--- config.mk ---
export PLATFORM = sky130hd
export DESIGN_NAME = euler_axes_and_move
export DESIGN_NICKNAME = d
export VERILOG_FILES = /design/src/eam_pkg.sv /design/src/eam_cordic.sv /design/src/euler_axes_and_move.sv
export VERILOG_INCLUDE_DIRS = /design/src /design/src/src
export SDC_FILE = /design/constraint.sdc
export NUM_CORES = 2
export LEC_CHECK = 0
export BUFFER_PORTS_ARGS = -buffer_cell sky130_fd_sc_hd__buf_2
export CORE_MARGIN = 5
export CORE_UTILIZATION = 50
export DETAILED_ROUTE_END_ITERATION = 10
export PLACE_DENSITY = 0.77
export SLEW_MARGIN = 40
export SYNTH_ARGS = -nofsm -noshare
export SYNTH_HDL_FRONTEND = slang
export SYNTH_SLANG_ARGS = --single-unit
--- constraint.sdc ---
create_clock -name clock -period 18.5 [get_ports clock]
set_input_delay 3.7 -clock clock [delete_from_list [all_inputs] [get_ports clock]]
set_output_delay 3.7 -clock clock [all_outputs]
set_load 0.01 [all_outputs]
--- src/euler_axes_and_move_macros.svh ---
// Assertion helpers shared by the RTL
`ifndef EULER_AXES_AND_MOVE_MACROS_SVH
`define EULER_AXES_AND_MOVE_MACROS_SVH

// same-cycle implication
`define EAM_ASSERT_IMPL(label, clk, rst, pre, post) \
   label: assert property (@(posedge clk) disable iff (rst) (pre) |-> (post)) \
      else $error("eam assertion failed");

// next-cycle implication
`define EAM_ASSERT_NEXT(label, clk, rst, pre, post) \
   label: assert property (@(posedge clk) disable iff (rst) (pre) |=> (post)) \
      else $error("eam assertion failed");

`endif

--- src/eam_pkg.sv ---
`default_nettype none
package eam_pkg;

   localparam int AXIS_FRAC_BITS    = 14;
   localparam int POSITION_WIDTH    = 32;
   localparam int SINCOS_ITERATIONS = 16;

   localparam int FIELD_W   = 16;
   localparam int POS_OUT_W = 32;
   localparam int AXIS_W    = AXIS_FRAC_BITS + 2;
   localparam int MUL_W     = (AXIS_W > FIELD_W) ? AXIS_W : FIELD_W;
   localparam int PROD_W    = 2 * MUL_W;

   localparam int CORDIC_FRAC = 30;
   localparam int CORDIC_W    = 34;
   localparam int ITER_W      = (SINCOS_ITERATIONS > 1) ? $clog2(SINCOS_ITERATIONS) : 1;
   localparam int CORDIC_GAIN = 652032874;

   localparam int TURN_UNITS  = 23040;
   localparam int RED_W       = 15;
   // phase = a*PHASE_STEP + floor((a*PHASE_FIX_SCALE + PHASE_FIX_ADD) / 45)
   localparam int PHASE_STEP      = 186413;
   localparam int PHASE_FIX_SCALE = 23;
   localparam int PHASE_FIX_ADD   = 22;
   localparam int PHASE_FIX_MUL   = 1491309;
   localparam int PHASE_FIX_SH    = 26;

   typedef enum logic [2:0] {
      CS_IDLE,
      CS_REDUCE,
      CS_PHASE,
      CS_ITER,
      CS_DONE
   } eam_cstate_type;

   typedef enum logic [2:0] {
      S_IDLE,
      S_CORD_GO,
      S_CORD_WAIT,
      S_MUL,
      S_POS,
      S_FIN
   } eam_state_type;

   typedef struct packed {
      logic                     done;
      logic signed [AXIS_W-1:0] s;
      logic signed [AXIS_W-1:0] c;
   } eam_sincos_type;

   function automatic logic signed [CORDIC_W-1:0] atan_entry(input logic [4:0] k);
      logic signed [CORDIC_W-1:0] r;
      unique case (k)
         5'd0:  r = CORDIC_W'(32'h20000000);
         5'd1:  r = CORDIC_W'(32'h12E4051E);
         5'd2:  r = CORDIC_W'(32'h09FB385B);
         5'd3:  r = CORDIC_W'(32'h051111D4);
         5'd4:  r = CORDIC_W'(32'h028B0D43);
         5'd5:  r = CORDIC_W'(32'h0145D7E1);
         5'd6:  r = CORDIC_W'(32'h00A2F61E);
         5'd7:  r = CORDIC_W'(32'h00517C55);
         5'd8:  r = CORDIC_W'(32'h0028BE53);
         5'd9:  r = CORDIC_W'(32'h00145F2F);
         5'd10: r = CORDIC_W'(32'h000A2F98);
         5'd11: r = CORDIC_W'(32'h000517CC);
         5'd12: r = CORDIC_W'(32'h00028BE6);
         5'd13: r = CORDIC_W'(32'h000145F3);
         5'd14: r = CORDIC_W'(32'h0000A2FA);
         5'd15: r = CORDIC_W'(32'h0000517D);
         5'd16: r = CORDIC_W'(32'h000028BE);
         5'd17: r = CORDIC_W'(32'h0000145F);
         5'd18: r = CORDIC_W'(32'h00000A30);
         5'd19: r = CORDIC_W'(32'h00000518);
         5'd20: r = CORDIC_W'(32'h0000028C);
         5'd21: r = CORDIC_W'(32'h00000146);
         5'd22: r = CORDIC_W'(32'h000000A3);
         5'd23: r = CORDIC_W'(32'h00000051);
         default: r = '0;
      endcase
      return r;
   endfunction

   function automatic logic signed [AXIS_W-1:0] clamp_unit(input logic signed [AXIS_W:0] v);
      logic signed [AXIS_W:0] one;
      logic signed [AXIS_W-1:0] r;
      one = (AXIS_W+1)'(1) <<< AXIS_FRAC_BITS;
      if (v > one) begin
         r = AXIS_W'(one);
      end else if (v < -one) begin
         r = AXIS_W'(-one);
      end else begin
         r = AXIS_W'(v);
      end
      return r;
   endfunction

endpackage
`default_nettype wire

--- src/eam_cordic.sv ---
`default_nettype none
module eam_cordic (
   input  wire logic                   clock,
   input  wire logic                   reset,
   input  wire logic                   start,
   input  wire logic signed [15:0]     angle,
   output eam_pkg::eam_sincos_type     result
);
   import eam_pkg::*;

   localparam int SH = CORDIC_FRAC - AXIS_FRAC_BITS;
   localparam int OW = CORDIC_W + 1;

   eam_cstate_type state_ff, state_in;

   logic [RED_W-1:0]           red_ff, red_in;
   logic [31:0]                hi_ff;
   logic [14:0]                lo_ff;
   logic signed [CORDIC_W-1:0] x_ff, y_ff, z_ff;
   logic                       neg_ff;
   logic [ITER_W-1:0]          iter_ff;

   logic signed [16:0]         a17, r1, r2;
   logic [19:0]                fix_n;
   logic [40:0]                fix_prod;
   logic [31:0]                phase;
   logic                       neg_in;
   logic [31:0]                pz;
   logic signed [CORDIC_W-1:0] xs, ys, at;
   logic                       last_iter;

   function automatic logic signed [AXIS_W-1:0] to_axis(input logic signed [OW-1:0] v);
      logic signed [OW-1:0] t;
      logic signed [OW-1:0] one;
      logic signed [AXIS_W-1:0] r;
      t   = (v + (OW'(1) <<< (SH - 1))) >>> SH;
      one = OW'(1) <<< AXIS_FRAC_BITS;
      if (t > one) begin
         r = AXIS_W'(one);
      end else if (t < -one) begin
         r = AXIS_W'(-one);
      end else begin
         r = AXIS_W'(t);
      end
      return r;
   endfunction

   always_comb begin
      a17 = {angle[15], angle};
      if (a17 < 17'sd0) begin
         r1 = a17 + 17'(TURN_UNITS);
      end else if (a17 >= 17'(TURN_UNITS)) begin
         r1 = a17 - 17'(TURN_UNITS);
      end else begin
         r1 = a17;
      end
      r2 = (r1 < 17'sd0) ? r1 + 17'(TURN_UNITS) : r1;
      red_in = RED_W'(r2);
   end

   assign fix_n    = 20'(red_ff) * 20'(PHASE_FIX_SCALE) + 20'(PHASE_FIX_ADD);
   assign fix_prod = 41'(fix_n) * 41'(PHASE_FIX_MUL);
   assign phase    = hi_ff + 32'(lo_ff);
   assign neg_in   = phase[31] ^ phase[30];
   assign pz       = {phase[31] ^ neg_in, phase[30:0]};

   assign xs        = x_ff >>> iter_ff;
   assign ys        = y_ff >>> iter_ff;
   assign at        = atan_entry(5'(iter_ff));
   assign last_iter = (iter_ff == ITER_W'(SINCOS_ITERATIONS - 1));

   always_comb begin
      state_in = state_ff;
      unique case (state_ff)
         CS_IDLE:   if (start) state_in = CS_REDUCE;
         CS_REDUCE: state_in = CS_PHASE;
         CS_PHASE:  state_in = CS_ITER;
         CS_ITER:   if (last_iter) state_in = CS_DONE;
         CS_DONE:   state_in = CS_IDLE;
         default:   state_in = CS_IDLE;
      endcase
   end

   always_comb begin
      result.done = (state_ff == CS_DONE);
      result.s    = to_axis(neg_ff ? -OW'(y_ff) : OW'(y_ff));
      result.c    = to_axis(neg_ff ? -OW'(x_ff) : OW'(x_ff));
   end

   always_ff @(posedge clock) begin
      if (reset) begin
         state_ff <= CS_IDLE;
      end else begin
         state_ff <= state_in;
      end
   end

   always_ff @(posedge clock) begin
      if (state_ff == CS_IDLE && start) begin
         red_ff <= red_in;
      end
      if (state_ff == CS_REDUCE) begin
         hi_ff <= 32'(red_ff) * 32'(PHASE_STEP);
         lo_ff <= fix_prod[PHASE_FIX_SH +: 15];
      end
      if (state_ff == CS_PHASE) begin
         x_ff    <= CORDIC_W'(CORDIC_GAIN);
         y_ff    <= '0;
         z_ff    <= CORDIC_W'($signed(pz));
         neg_ff  <= neg_in;
         iter_ff <= '0;
      end
      if (state_ff == CS_ITER) begin
         if (z_ff >= 0) begin
            x_ff <= x_ff - ys;
            y_ff <= y_ff + xs;
            z_ff <= z_ff - at;
         end else begin
            x_ff <= x_ff + ys;
            y_ff <= y_ff - xs;
            z_ff <= z_ff + at;
         end
         iter_ff <= iter_ff + ITER_W'(1);
      end
   end

endmodule
`default_nettype wire

--- src/euler_axes_and_move.sv ---
// Euler axes and move: each item carries pitch, yaw and roll (1/64 degree, any 16-bit
// value wraps modulo 360) and a Q8.8 speed. The block returns the side, up and forward
// axes of the X-Y-Z rotation in Q1.14 and the kept Q16.16 position after moving along
// the forward axis, saturated. One item goes through the accept cycle, three passes
// of the shared CORDIC unit (one iteration per cycle), the axis products and moves on the
// shared multiplier, then one position update and one output load. req_stall is high
// for the whole item; a finished result waits in the output register while the next
// item starts, and the final load waits until that register is free.
`default_nettype none
module euler_axes_and_move (
   input  wire logic               clock,
   input  wire logic               reset,
   input  wire logic               req_valid,
   output logic                    req_stall,
   input  wire logic signed [15:0] req_pitch_angle,
   input  wire logic signed [15:0] req_yaw_angle,
   input  wire logic signed [15:0] req_roll_angle,
   input  wire logic signed [15:0] req_speed,
   output logic                    rsp_valid,
   input  wire logic               rsp_stall,
   output logic signed [15:0]      rsp_side_x,
   output logic signed [15:0]      rsp_side_y,
   output logic signed [15:0]      rsp_side_z,
   output logic signed [15:0]      rsp_up_x,
   output logic signed [15:0]      rsp_up_y,
   output logic signed [15:0]      rsp_up_z,
   output logic signed [15:0]      rsp_fwd_x,
   output logic signed [15:0]      rsp_fwd_y,
   output logic signed [15:0]      rsp_fwd_z,
   output logic signed [31:0]      rsp_pos_x,
   output logic signed [31:0]      rsp_pos_y,
   output logic signed [31:0]      rsp_pos_z
);
   import eam_pkg::*;

   localparam int PROD_N    = 14;
   localparam int STEP_LAST = PROD_N + 2;
   localparam int DSH       = AXIS_FRAC_BITS - 8;
   localparam int SUM_W     = ((POSITION_WIDTH > PROD_W) ? POSITION_WIDTH : PROD_W) + 1;
   localparam logic signed [SUM_W-1:0] POS_HI =
      {{(SUM_W - POSITION_WIDTH + 1){1'b0}}, {(POSITION_WIDTH - 1){1'b1}}};
   localparam logic signed [SUM_W-1:0] POS_LO = -POS_HI - SUM_W'(1);

   eam_state_type state_ff, state_in;

   logic signed [15:0]         ang_ff [3];
   logic signed [15:0]         spd_ff;
   logic [1:0]                 aidx_ff;
   logic signed [AXIS_W-1:0]   sin_ff [3];
   logic signed [AXIS_W-1:0]   cos_ff [3];
   logic [4:0]                 step_ff;
   logic signed [AXIS_W-1:0]   prod_ff [PROD_N];
   logic signed [PROD_W-1:0]   delta_ff [3];
   logic signed [POSITION_WIDTH-1:0] place_ff [3];
   logic                       rsp_valid_ff, rsp_valid_in;

   logic                       accept, cord_start, cap_en, mul_en, pos_en, out_load;
   eam_sincos_type             sc;
   logic signed [15:0]         cord_angle;

   logic signed [MUL_W-1:0]    mul_a, mul_b;
   logic signed [PROD_W-1:0]   full, rnd_axis, rnd_move;
   logic signed [AXIS_W-1:0]   ax [9];
   logic signed [SUM_W-1:0]    psum [3];
   logic signed [SUM_W-1:0]    psat [3];
   logic signed [SUM_W-1:0]    pext [3];

   assign accept     = req_valid && !req_stall;
   assign cord_angle = ang_ff[aidx_ff];

   eam_cordic u_cordic (
      .clock  (clock),
      .reset  (reset),
      .start  (cord_start),
      .angle  (cord_angle),
      .result (sc)
   );

   // axis values from sin/cos and products
   always_comb begin
      ax[0] = clamp_unit((AXIS_W+1)'(prod_ff[0]));
      ax[1] = clamp_unit((AXIS_W+1)'(prod_ff[2]) + (AXIS_W+1)'(prod_ff[3]));
      ax[2] = clamp_unit((AXIS_W+1)'(prod_ff[6]) - (AXIS_W+1)'(prod_ff[5]));
      ax[3] = clamp_unit(-(AXIS_W+1)'(prod_ff[7]));
      ax[4] = clamp_unit((AXIS_W+1)'(prod_ff[9]) - (AXIS_W+1)'(prod_ff[8]));
      ax[5] = clamp_unit((AXIS_W+1)'(prod_ff[10]) + (AXIS_W+1)'(prod_ff[11]));
      ax[6] = sin_ff[1];
      ax[7] = clamp_unit(-(AXIS_W+1)'(prod_ff[12]));
      ax[8] = clamp_unit((AXIS_W+1)'(prod_ff[13]));
   end

   // shared multiplier operands: 0..13 axis products, 14..16 moves
   always_comb begin
      mul_a = '0;
      mul_b = '0;
      case (step_ff)
         5'd0:  begin mul_a = MUL_W'(cos_ff[1]);   mul_b = MUL_W'(cos_ff[2]); end
         5'd1:  begin mul_a = MUL_W'(sin_ff[0]);   mul_b = MUL_W'(sin_ff[1]); end
         5'd2:  begin mul_a = MUL_W'(prod_ff[1]);  mul_b = MUL_W'(cos_ff[2]); end
         5'd3:  begin mul_a = MUL_W'(cos_ff[0]);   mul_b = MUL_W'(sin_ff[2]); end
         5'd4:  begin mul_a = MUL_W'(cos_ff[0]);   mul_b = MUL_W'(sin_ff[1]); end
         5'd5:  begin mul_a = MUL_W'(prod_ff[4]);  mul_b = MUL_W'(cos_ff[2]); end
         5'd6:  begin mul_a = MUL_W'(sin_ff[0]);   mul_b = MUL_W'(sin_ff[2]); end
         5'd7:  begin mul_a = MUL_W'(cos_ff[1]);   mul_b = MUL_W'(sin_ff[2]); end
         5'd8:  begin mul_a = MUL_W'(prod_ff[1]);  mul_b = MUL_W'(sin_ff[2]); end
         5'd9:  begin mul_a = MUL_W'(cos_ff[0]);   mul_b = MUL_W'(cos_ff[2]); end
         5'd10: begin mul_a = MUL_W'(prod_ff[4]);  mul_b = MUL_W'(sin_ff[2]); end
         5'd11: begin mul_a = MUL_W'(sin_ff[0]);   mul_b = MUL_W'(cos_ff[2]); end
         5'd12: begin mul_a = MUL_W'(sin_ff[0]);   mul_b = MUL_W'(cos_ff[1]); end
         5'd13: begin mul_a = MUL_W'(cos_ff[0]);   mul_b = MUL_W'(cos_ff[1]); end
         5'd14: begin mul_a = MUL_W'(spd_ff);      mul_b = MUL_W'(ax[6]); end
         5'd15: begin mul_a = MUL_W'(spd_ff);      mul_b = MUL_W'(ax[7]); end
         5'd16: begin mul_a = MUL_W'(spd_ff);      mul_b = MUL_W'(ax[8]); end
         default: begin mul_a = '0; mul_b = '0; end
      endcase
   end

   assign full     = PROD_W'(mul_a) * PROD_W'(mul_b);
   assign rnd_axis = (full + (PROD_W'(1) <<< (AXIS_FRAC_BITS - 1))) >>> AXIS_FRAC_BITS;
   assign rnd_move = (full + ((DSH > 0) ? (PROD_W'(1) <<< (DSH - 1)) : PROD_W'(0))) >>> DSH;

   always_comb begin
      for (int j = 0; j < 3; j++) begin
         psum[j] = SUM_W'(place_ff[j]) + SUM_W'(delta_ff[j]);
         if (psum[j] > POS_HI) begin
            psat[j] = POS_HI;
         end else if (psum[j] < POS_LO) begin
            psat[j] = POS_LO;
         end else begin
            psat[j] = psum[j];
         end
         pext[j] = SUM_W'(place_ff[j]);
      end
   end

   // next state
   always_comb begin
      state_in = state_ff;
      unique case (state_ff)
         S_IDLE:      if (accept) state_in = S_CORD_GO;
         S_CORD_GO:   state_in = S_CORD_WAIT;
         S_CORD_WAIT: if (sc.done) state_in = (aidx_ff == 2'd2) ? S_MUL : S_CORD_GO;
         S_MUL:       if (step_ff == 5'(STEP_LAST)) state_in = S_POS;
         S_POS:       state_in = S_FIN;
         S_FIN:       if (!rsp_valid_ff || !rsp_stall) state_in = S_IDLE;
         default:     state_in = S_IDLE;
      endcase
   end

   // control outputs
   always_comb begin
      req_stall  = 1'b1;
      cord_start = 1'b0;
      cap_en     = 1'b0;
      mul_en     = 1'b0;
      pos_en     = 1'b0;
      out_load   = 1'b0;
      unique case (state_ff)
         S_IDLE:      req_stall  = 1'b0;
         S_CORD_GO:   cord_start = 1'b1;
         S_CORD_WAIT: cap_en     = sc.done;
         S_MUL:       mul_en     = 1'b1;
         S_POS:       pos_en     = 1'b1;
         S_FIN:       out_load   = !rsp_valid_ff || !rsp_stall;
         default:     req_stall  = 1'b1;
      endcase
   end

   assign rsp_valid_in = out_load ? 1'b1 : (rsp_valid_ff && rsp_stall);
   assign rsp_valid    = rsp_valid_ff;

   always_ff @(posedge clock) begin
      if (reset) begin
         state_ff     <= S_IDLE;
         rsp_valid_ff <= 1'b0;
         aidx_ff      <= '0;
         step_ff      <= '0;
         for (int j = 0; j < 3; j++) place_ff[j] <= '0;
      end else begin
         state_ff     <= state_in;
         rsp_valid_ff <= rsp_valid_in;
         if (accept) begin
            aidx_ff <= '0;
            step_ff <= '0;
         end
         if (cap_en) aidx_ff <= aidx_ff + 2'd1;
         if (mul_en) step_ff <= step_ff + 5'd1;
         if (pos_en) begin
            for (int j = 0; j < 3; j++) place_ff[j] <= POSITION_WIDTH'(psat[j]);
         end
      end
   end

   always_ff @(posedge clock) begin
      if (accept) begin
         ang_ff[0] <= req_pitch_angle;
         ang_ff[1] <= req_yaw_angle;
         ang_ff[2] <= req_roll_angle;
         spd_ff    <= req_speed;
      end
      if (cap_en) begin
         sin_ff[aidx_ff] <= sc.s;
         cos_ff[aidx_ff] <= sc.c;
      end
      if (mul_en) begin
         if (step_ff < 5'(PROD_N)) begin
            prod_ff[step_ff[3:0]] <= AXIS_W'(rnd_axis);
         end else begin
            delta_ff[2'(step_ff - 5'(PROD_N))] <= rnd_move;
         end
      end
      if (out_load) begin
         rsp_side_x <= 16'(ax[0]);
         rsp_side_y <= 16'(ax[1]);
         rsp_side_z <= 16'(ax[2]);
         rsp_up_x   <= 16'(ax[3]);
         rsp_up_y   <= 16'(ax[4]);
         rsp_up_z   <= 16'(ax[5]);
         rsp_fwd_x  <= 16'(ax[6]);
         rsp_fwd_y  <= 16'(ax[7]);
         rsp_fwd_z  <= 16'(ax[8]);
         rsp_pos_x  <= pext[0][POS_OUT_W-1:0];
         rsp_pos_y  <= pext[1][POS_OUT_W-1:0];
         rsp_pos_z  <= pext[2][POS_OUT_W-1:0];
      end
   end

`include "euler_axes_and_move_macros.svh"

   `EAM_ASSERT_NEXT(a_accept_busy, clock, reset, accept, req_stall)
   `EAM_ASSERT_NEXT(a_load_valid, clock, reset, out_load, rsp_valid)
   `EAM_ASSERT_IMPL(a_done_waited, clock, reset, sc.done, state_ff == S_CORD_WAIT)
   `EAM_ASSERT_IMPL(a_step_bound, clock, reset, state_ff == S_MUL, step_ff <= 5'(STEP_LAST))

endmodule
`default_nettype wire

==> metrics.csv <==
stage,metric,value,unit
status,status,finished with violations,
status,violations,antenna rules,
critical_path,critPathMaxStageDelay,0.64,ns
detailed_routing,first_iter_violations,5466,
cts,cts_buffers,112,
timing,finalCritPeriodShare,66.1,%
timing,tns,0,ns
logic_synthesis,ys_ff_latch,1013,
logic_synthesis,synth_edf_count,967,
cts,cts_hold_buf,0,
critical_path,cp-start-kind,flip-flop,
grt,grt_pass1_vias,57400,
timing,fin_hold_ws,0.421,ns
cts,cts_resized,0,
logic_synthesis,syn_inst,7500,
logic_synthesis,async_reset_ff_share,0,%
cts,htreeDepth,3,
detailed_routing,wl,202,mm
timing,drv_slew,0,
final_layout,final_cells,9936,
grt,grt_use_met2,40.5,%
cts,clkSlewWorstSetupHoldPaths,0.06,ns
grt,grtUsageMet3,3.44,%
timing,finalSetupViolations,0,
grt,grt_usage,24.3,%
detailed_routing,avgRoutedWirePerCell,20.3,um
floorplanning,die_area,165000,um^2
logic_synthesis,synth.cell_area,78300,um^2
placed_design,placed_cells_incl_taps,9711,
cts,clk_latency,0.78,ns
floorplanning,rows,145,
critical_path,crit_fanout,16,
final_layout,area_delta_synth_final,10.5,%
grt,grt_pass1_wl,316,mm
timing,finalCriticalPeriod,12.23,ns
final_layout,final_common_cell,edfxtp_1,
final_layout,final_cell_mix,"edfxtp_1 (967), inv_1 (896), ha_1 (722), nand2_1 (592), nor2_1 (583)",
grt,grt_overflow,0,
logic_synthesis,synth_nets,8775,
detailed_routing,first_pass_iters,10,
detailed_routing,viasPerCell,5.78,
timing,fin_worst_skew,0.0768,ns
critical_path,crit_top_cell,inv_1,
floorplanning,io-pin-count,310,
floorplanning,core,156000,um^2
timing,grt_setup_unrepaired,false,
critical_path,arrival,12.74,ns
logic_synthesis,synth_area_per_cell,10.4,um^2
grt,grt_start_max_net_pins,85,
critical_path,cp-end-kind,flip-flop,
detailed_routing,ant_nets,1,
logic_synthesis,seq_area_frac_synth,38.3,%
final_layout,drive_gt1_share,9.66,%
timing,hold_viol_final,0,
critical_path,slowest_stage,nor4_2,
floorplanning,start_util,50.2,%
grt,antenna_found_initial,4,
cts,cts-root-buf,clkbuf_16,
cts,clkSinkCount,1013,
critical_path,criticalPathCategory,flip-flop to flip-flop,
flow_run,cap_violations,0,
timing,tightest_slew,0.928,ns
placed_design,dpl.hpwl,154,mm
floorplanning,die_w,406,um
timing,slew_headroom,37.7,%
grt,top_usage_layer,met2,
timing,max_freq,0.0818,GHz
cts,cts_tree,done,
critical_path,critical_path_required,19.01,ns
final_layout,fin_nets,9047,
cts,clk_path_buf_depth,3,
logic_synthesis,yosysUniqueCellTypes,100,
placed_design,dp_worst_setup_slack,6.29,ns
final_layout,n_fill_cell,13100,
grt,global_route.usage.met1,32.1,%
detailed_routing,dr_total_vias,57400,
cts,post_cts_buffers,0,
worst_hold_path,hold_class,flip-flop to flip-flop,
placed_design,gp_congestion,0.938,
logic_synthesis,ys.flop_type,edfxtp_1,
timing,setup_ws,6.27,ns
detailed_routing,drc,0,
logic_synthesis,ys_warn_count,0,
floorplanning,dieHeight,406,um
placed_design,portBuffers,309,
[synthesized netlist by cell type, drive strengths merged, types with 26 or more instances]
master / number / share of area (%)
xnor2: 313 / 3.5
nor3b: 26 / 0.26
nor4: 41 / 0.34
dfxtp: 46 / 1.2
nand4: 40 / 0.34
nand3: 135 / 0.86
xor2: 211 / 2.4
or3: 54 / 0.44
ha: 723 / 12
inv: 900 / 4.3
nand2: 595 / 2.9
o21ai: 425 / 2.7
a31oi: 41 / 0.33
o21bai: 48 / 0.46
and3: 69 / 0.55
a222oi: 32 / 0.41
o21a: 57 / 0.56
a21boi: 61 / 0.59
nor2b: 76 / 0.61
fa: 484 / 12
o31ai: 47 / 0.45
buf: 30 / 0.16
a21oi: 402 / 2.6
a21o: 102 / 0.98
a211oi: 50 / 0.51
nor3: 120 / 0.77
o211ai: 26 / 0.25
nor2: 589 / 2.8
and2: 59 / 0.47
mux4: 27 / 0.78
or2: 37 / 0.30
edfxtp: 967 / 37
clkbuf: 205 / 0.98
nand2b: 81 / 0.65
mux2i: 95 / 1.2
[stage by stage]
| step | instance area, um^2 | util (%) |
|---|---|---|
| after global placement | 82300 | 52.8 |
| final | 86500 | 55.4 |
| after CTS | 86400 | 55.4 |
| after global routing | 86500 | 55.4 |
| after detailed placement | 82500 | 52.9 |
| after floorplan | 78300 | - |
[area by class of cell]
type                    count  area (um^2)  area share [%]
inverters                 903         3390            3.92
clock inverters            81          975            1.13
well taps                2058         2570            2.98
clock buffers             131         2930            3.38
diodes                      8         20.0          0.0231
flip-flops and latches   1013        30000            34.6
repair buffers            393         2230            2.58
multi-input cells        5349        44400            51.4
[flip-flops by register name, indices dropped and copies added (netlist names), 30 cells and up, named ones only]
register,count
place_ff,96
prod_ff,224
ang_ff,48
u_cordic.x_ff,34
u_cordic.z_ff,34
rsp_pos_y,32
u_cordic.at,30
rsp_pos_z,32
cos_ff,48
u_cordic.y_ff,34
sin_ff,48
delta_ff,78
u_cordic.hi_ff,32
rsp_pos_x,32
[critical path, delay by kind of cell (launching register included)]
kind	cells	cell delay, ns
compound gates	8	2.14
simple gates	11	4.14
xor+xnor	2	0.54
buf+inv	8	0.77
fa+ha+maj	9	3.85
flops	1	0.50
[final timing paths]
kind                            depth (start not counted)        endpoint  slack [ns]             from
worst min-delay path                                    0   rsp_pos_y[27]        0.42  place_ff[0][59]
worst max-delay path                                   38  prod_ff[4][11]        6.27   prod_ff[12][0]
worst min register to register                          0   rsp_pos_y[27]        0.42  place_ff[0][59]
worst max register to register                         38  prod_ff[4][11]        6.27   prod_ff[12][0]
[layer usage]
| layer | wire length, um | part of all wire (%) | vias to the layer above |
|---|---|---|---|
| li1 | - | - | 26900 |
| met1 | 83000 | 41 | 28000 |
| met2 | 95900 | 48 | 2211 |
| met3 | 14700 | 7.3 | 391 |
| met4 | 8060 | 4.0 | 0 |
| met5 | 0 | 0 | - |
[cell families (layout without fill, tap and decap cells)]
family / count (synthesis) / in the layout / share of synthesized area, %
compound gates: 1486 / 1486 / 12.1
xor+xnor: 526 / 526 / 5.93
fa+ha+maj: 1207 / 1207 / 23.9
buf+inv: 1138 / 1508 / 5.47
flops: 1013 / 1013 / 38.3
mux: 146 / 146 / 2.34
other cells: 0 / 8 / 0
simple gates: 1984 / 1984 / 11.9
Power is left out: the tool's default activity adds up to more than one toggle a clock period on the data nets, which glitch-free logic cannot reach.
